### config.mk
export PLATFORM = sky130hd
export DESIGN_NAME = lgs_rule
export DESIGN_NICKNAME = d
export VERILOG_FILES = /design/src/rtl/lgs_pkg.sv /design/src/rtl/lgs_rule.sv
export SDC_FILE = /design/constraint.sdc
export NUM_CORES = 1
export LEC_CHECK = 0
export BUFFER_PORTS_ARGS = -buffer_cell sky130_fd_sc_hd__clkbuf_2
export CELL_PAD_IN_SITES_DETAIL_PLACEMENT = 1
export CELL_PAD_IN_SITES_GLOBAL_PLACEMENT = 1
export CORE_MARGIN = 2
export CORE_UTILIZATION = 40
export DETAILED_ROUTE_END_ITERATION = 10
export GPL_TIMING_DRIVEN = 0
export PLACE_DENSITY = 0.79
export SLEW_MARGIN = 20
export SYNTH_ARGS = -nofsm -noshare
export SYNTH_HDL_FRONTEND = slang
export SYNTH_SLANG_ARGS = --single-unit
### constraint.sdc
create_clock -name vclk -period 7.91
set_input_delay 2.373 -clock vclk [all_inputs]
set_output_delay 2.373 -clock vclk [all_outputs]
set_load 0.005 [all_outputs]
### src/rtl/lgs_pkg.sv
// ----------------------------------------------------------------------------
// lgs_pkg
// Shared types and constants for the bounded Life grid block.
// ----------------------------------------------------------------------------
package lgs_pkg;

  // Default grid bounds for the top level
  localparam int DEF_MAX_ROWS = 64;
  localparam int DEF_MAX_COLS = 64;

  // Size registers
  localparam int SIZE_W = 7;
  localparam logic [SIZE_W-1:0] SIZE_RESET = 7'd64;

  localparam int CFG_IDX_W = 1;
  localparam logic [CFG_IDX_W-1:0] CFG_ROWS_IN_USE = 1'b0;
  localparam logic [CFG_IDX_W-1:0] CFG_COLS_IN_USE = 1'b1;

  // Command codes
  localparam logic [1:0] CMD_WRITE_CELL = 2'd0;
  localparam logic [1:0] CMD_READ_CELL  = 2'd1;
  localparam logic [1:0] CMD_ADVANCE    = 2'd2;

  // Status codes
  localparam logic STATUS_OK    = 1'b0;
  localparam logic STATUS_RANGE = 1'b1;

  // Life rule neighbor counts
  localparam logic [3:0] SURVIVE_LOW  = 4'd2;
  localparam logic [3:0] SURVIVE_HIGH = 4'd3;
  localparam logic [3:0] BIRTH_COUNT  = 4'd3;

  typedef struct packed {
    logic [1:0] command;
    logic [5:0] cell_row;
    logic [5:0] cell_col;
    logic       cell_value;
  } lgs_in_t;

  typedef struct packed {
    logic read_value;
    logic status;
  } lgs_out_t;

endpackage

### src/rtl/lgs_rule.sv
// ----------------------------------------------------------------------------
// lgs_rule
// Life rule over one grid row: counts the eight neighbors of every column
// from the row itself and the rows above and below and builds the next row.
// ----------------------------------------------------------------------------
module lgs_rule import lgs_pkg::*; #(
  parameter int MAX_COLS = DEF_MAX_COLS
) (
  input  logic [MAX_COLS-1:0] above_i,
  input  logic [MAX_COLS-1:0] row_i,
  input  logic [MAX_COLS-1:0] below_i,
  input  logic [MAX_COLS-1:0] col_mask_i,
  input  logic                row_live_i,
  output logic [MAX_COLS-1:0] next_o
);

  // Left neighbor of column c sits in bit c of the up-shifted row
  logic [MAX_COLS-1:0] above_l, above_r, row_l, row_r, below_l, below_r;

  assign above_l = above_i << 1;
  assign above_r = above_i >> 1;
  assign row_l   = row_i << 1;
  assign row_r   = row_i >> 1;
  assign below_l = below_i << 1;
  assign below_r = below_i >> 1;

  always_comb begin
    logic [3:0] cnt;
    next_o = '0;
    for (int c = 0; c < MAX_COLS; c++) begin
      cnt = 4'(above_l[c]) + 4'(above_i[c]) + 4'(above_r[c])
          + 4'(row_l[c]) + 4'(row_r[c])
          + 4'(below_l[c]) + 4'(below_i[c]) + 4'(below_r[c]);
      next_o[c] = row_live_i && col_mask_i[c] &&
                  ((row_i[c] && (cnt == SURVIVE_LOW || cnt == SURVIVE_HIGH)) ||
                   (!row_i[c] && cnt == BIRTH_COUNT));
    end
  end

endmodule

==> flow_summary_export.csv <==
group,metric,value,unit
outcome,outcome,"completed",
die,core_area,0.0270,mm^2
logic_synthesis,yosys.area.top_type,"fa_1",
logic_synthesis,synth_nets,1902,
placement,io_buffer_count,320,
sta,rsz0062_at_grt,"false",
route,wl_per_cell,16.7,um
critical_path,worstPathMaxFanout,2,
critical_path,slowest_delay,0.57,ns
logic_synthesis,synth_xor_xnor_area_share,0,%
sta,maxSlewViolCount,0,
cells_and_area,layout-drive-gt1-share,25.6,%
critical_path,cp_common_cell,"fa_1",
logic_synthesis,synth_area_leaders,"fa_1 46%, ha_1 21%, inv_1 15%",
global_routing,grt_pass1_wl,51400,um
logic_synthesis,synth.mux.area_fraction,0,%
cells_and_area,regArea,0,um^2
cells_and_area,nets,2224,
sta,final-hold-violation-count,0,
logic_synthesis,syn-cell-area,0.0110,mm^2
sta,fin_crit_sh,98.4,%
global_routing,grt_overflow,0,
sta,final.setup.worst_slack,0.129,ns
die,start_util,40.8,%
route,vias_per_cell,5.01,
critical_path,cp.required,5.54,ns
hold_path,holdCritPathClass,"input port to output pin",
sta,setup_viol,0,
die,die_h,170,um
cells_and_area,fin_util,48.4,%
cells_and_area,nClkBuffers,0,
logic_synthesis,seq_area_frac_synth,0,%
route,drtAntennaViolNets,0,
die,ios,321,
logic_synthesis,syn_avg_cell_area,9.15,um^2
placement,dp_hpwl,30200,um
logic_synthesis,yosysWarningCount,0,
critical_path,cp-end-kind,"output pin",
placement,dpl_cell_area,0.0131,mm^2
hold_path,hold_start,"col_mask_i[21]",
flow_run,cap_violations,0,
cells_and_area,final_area,0.0131,mm^2
die,die_w,170,um
logic_synthesis,synth_simple_gate_area_share,6.64,%
route,drtIter0Drc,197,
die,die_area,0.0289,mm^2
power_and_ir_drop,ir_drop,0.0000446,V
sta,slew_headroom,82.3,%
power_and_ir_drop,powerDensity,111,mW/mm^2
critical_path,slowest_stage,"fa_1",
sta,hold_ws,5.04,ns
critical_path,path_buf_inv,4,
critical_path,cp_top_family,"adder cells",
critical_path,crit_chain,"clkbuf_2, inv_1, fa_1, fa_1, fa_1, inv_1, ha_1, fa_1, or2_2, a21oi_2, clkbuf_2",
critical_path,crit_arrival,5.41,ns
logic_synthesis,synth_cell_types,16,
sta,worst_slew_pin_slew,0.265,ns
power_and_ir_drop,p_leak,7.59,nW
critical_path,cp-start-kind,"input port",
logic_synthesis,synth_fa_ha_area_share,67.1,%
logic_synthesis,synth_cells,1205,
global_routing,grt_pass1_vias,11000,
die,floorplan.rows,60,
critical_path,critPathKind,"input port to output pin",
logic_synthesis,synth_compound_area_share,10.6,%
clocking,postCtsSetupBuffers,0,
route,drc,0,
critical_path,startpoint,"above_i[32]",
route,drt-total-wl,31300,um
placement,place.gp.congestion,0.854,
global_routing,grt_use_total,22.0,%
route,drtPass1Iterations,4,
placement,place_ws,-0.00405,ns
route,vias,9353,
cells_and_area,syn_to_final_growth,18.5,%
cells_and_area,design.seq.count,0,
global_routing,antenna_found_initial,2,
global_routing,grt_max_degree,11,
logic_synthesis,synth_top_area_share,45.7,%
logic_synthesis,synth_top_family_by_area,"adder cells",
sta,max_freq,129,MHz
sta,layout_min_cycle_time,7.78,ns
-- cell usage after synthesis --
| cell | instances |
|---|---|
| buf_6 | 5 |
| ha_1 | 188 |
| nand3_1 | 61 |
| buf_4 | 2 |
| inv_1 | 442 |
| fa_1 | 252 |
| nand4b_1 | 2 |
| nand2b_1 | 1 |
| or2_2 | 61 |
| a2111oi_2 | 1 |
| a21oi_1 | 123 |
| nand2_1 | 1 |
| nor2_1 | 3 |
| nor2b_1 | 1 |
| o2111ai_1 | 61 |
| a31oi_1 | 1 |
-- timing repair --
item	in CTS	in global routing
setup endpoints to repair	1	0
hold buffers	0	0
gates resized for setup	1	0
-- routing by layer --
layer / vias up / routed length, um / track usage (%)
met5: - / 0 / 0
met4: 0 / 1090 / 6.47
met3: 64 / 1640 / 3.16
met2: 253 / 16900 / 43.5
met1: 4650 / 11700 / 24.1
li1: 4386 / - / -
-- cells in the final DEF (no fill, tap or decap), drive strengths merged, types with 2 or more instances in the layout --
cell / count
a21oi: 123
buf: 7
clkbuf: 320
diode: 2
fa: 252
ha: 188
inv: 442
nand3: 61
nand4b: 2
nor2: 3
o2111ai: 61
or2: 61
-- final timing paths --
kind  depth (start not counted)          to
max                          11  next_o[33]
min                           4  next_o[21]
-- area by class of cell --
class / instances / area (um^2)
antenna: 2 / 5.00
buffer: 7 / 71.3
fill: 3355 / 14000
inverter: 442 / 1660
multi-input combinational: 756 / 9300
tap: 341 / 427
timing repair buffer: 320 / 1600
-- through the flow --
| step | setup TNS, ns | power, mW | instances |
|---|---|---|---|
| after global routing | 0 | 1.72 | 1868 |
| after CTS | 0 | 1.49 | 1866 |
| final | 0 | 1.46 | 1868 |
| after detailed placement | -0.00405 | 1.47 | 1866 |
| after floorplan | 0 | 1.03 | 1205 |
| after global placement | 0 | 1.35 | 1866 |
-- report_power, final --
group	total (mW)	switching, mW	internal (mW)	leakage (nW)
clock	0.0000000338	0	0.0000000338	0.0000127
combinational	1.46	0.787	0.669	7.59
sequential	0	0	0	0
total	1.46	0.787	0.669	7.59
-- cell families (layout without fill, tap and decap cells) --
kind of cell               Yosys count  in the layout
AOI/OAI and AO/OA                  186            186
adders and majority gates          440            440
and+or+nand+nor                    130            130
other                                0              2
buffers and inverters              449            769
(Power assumes the default switching activity.)
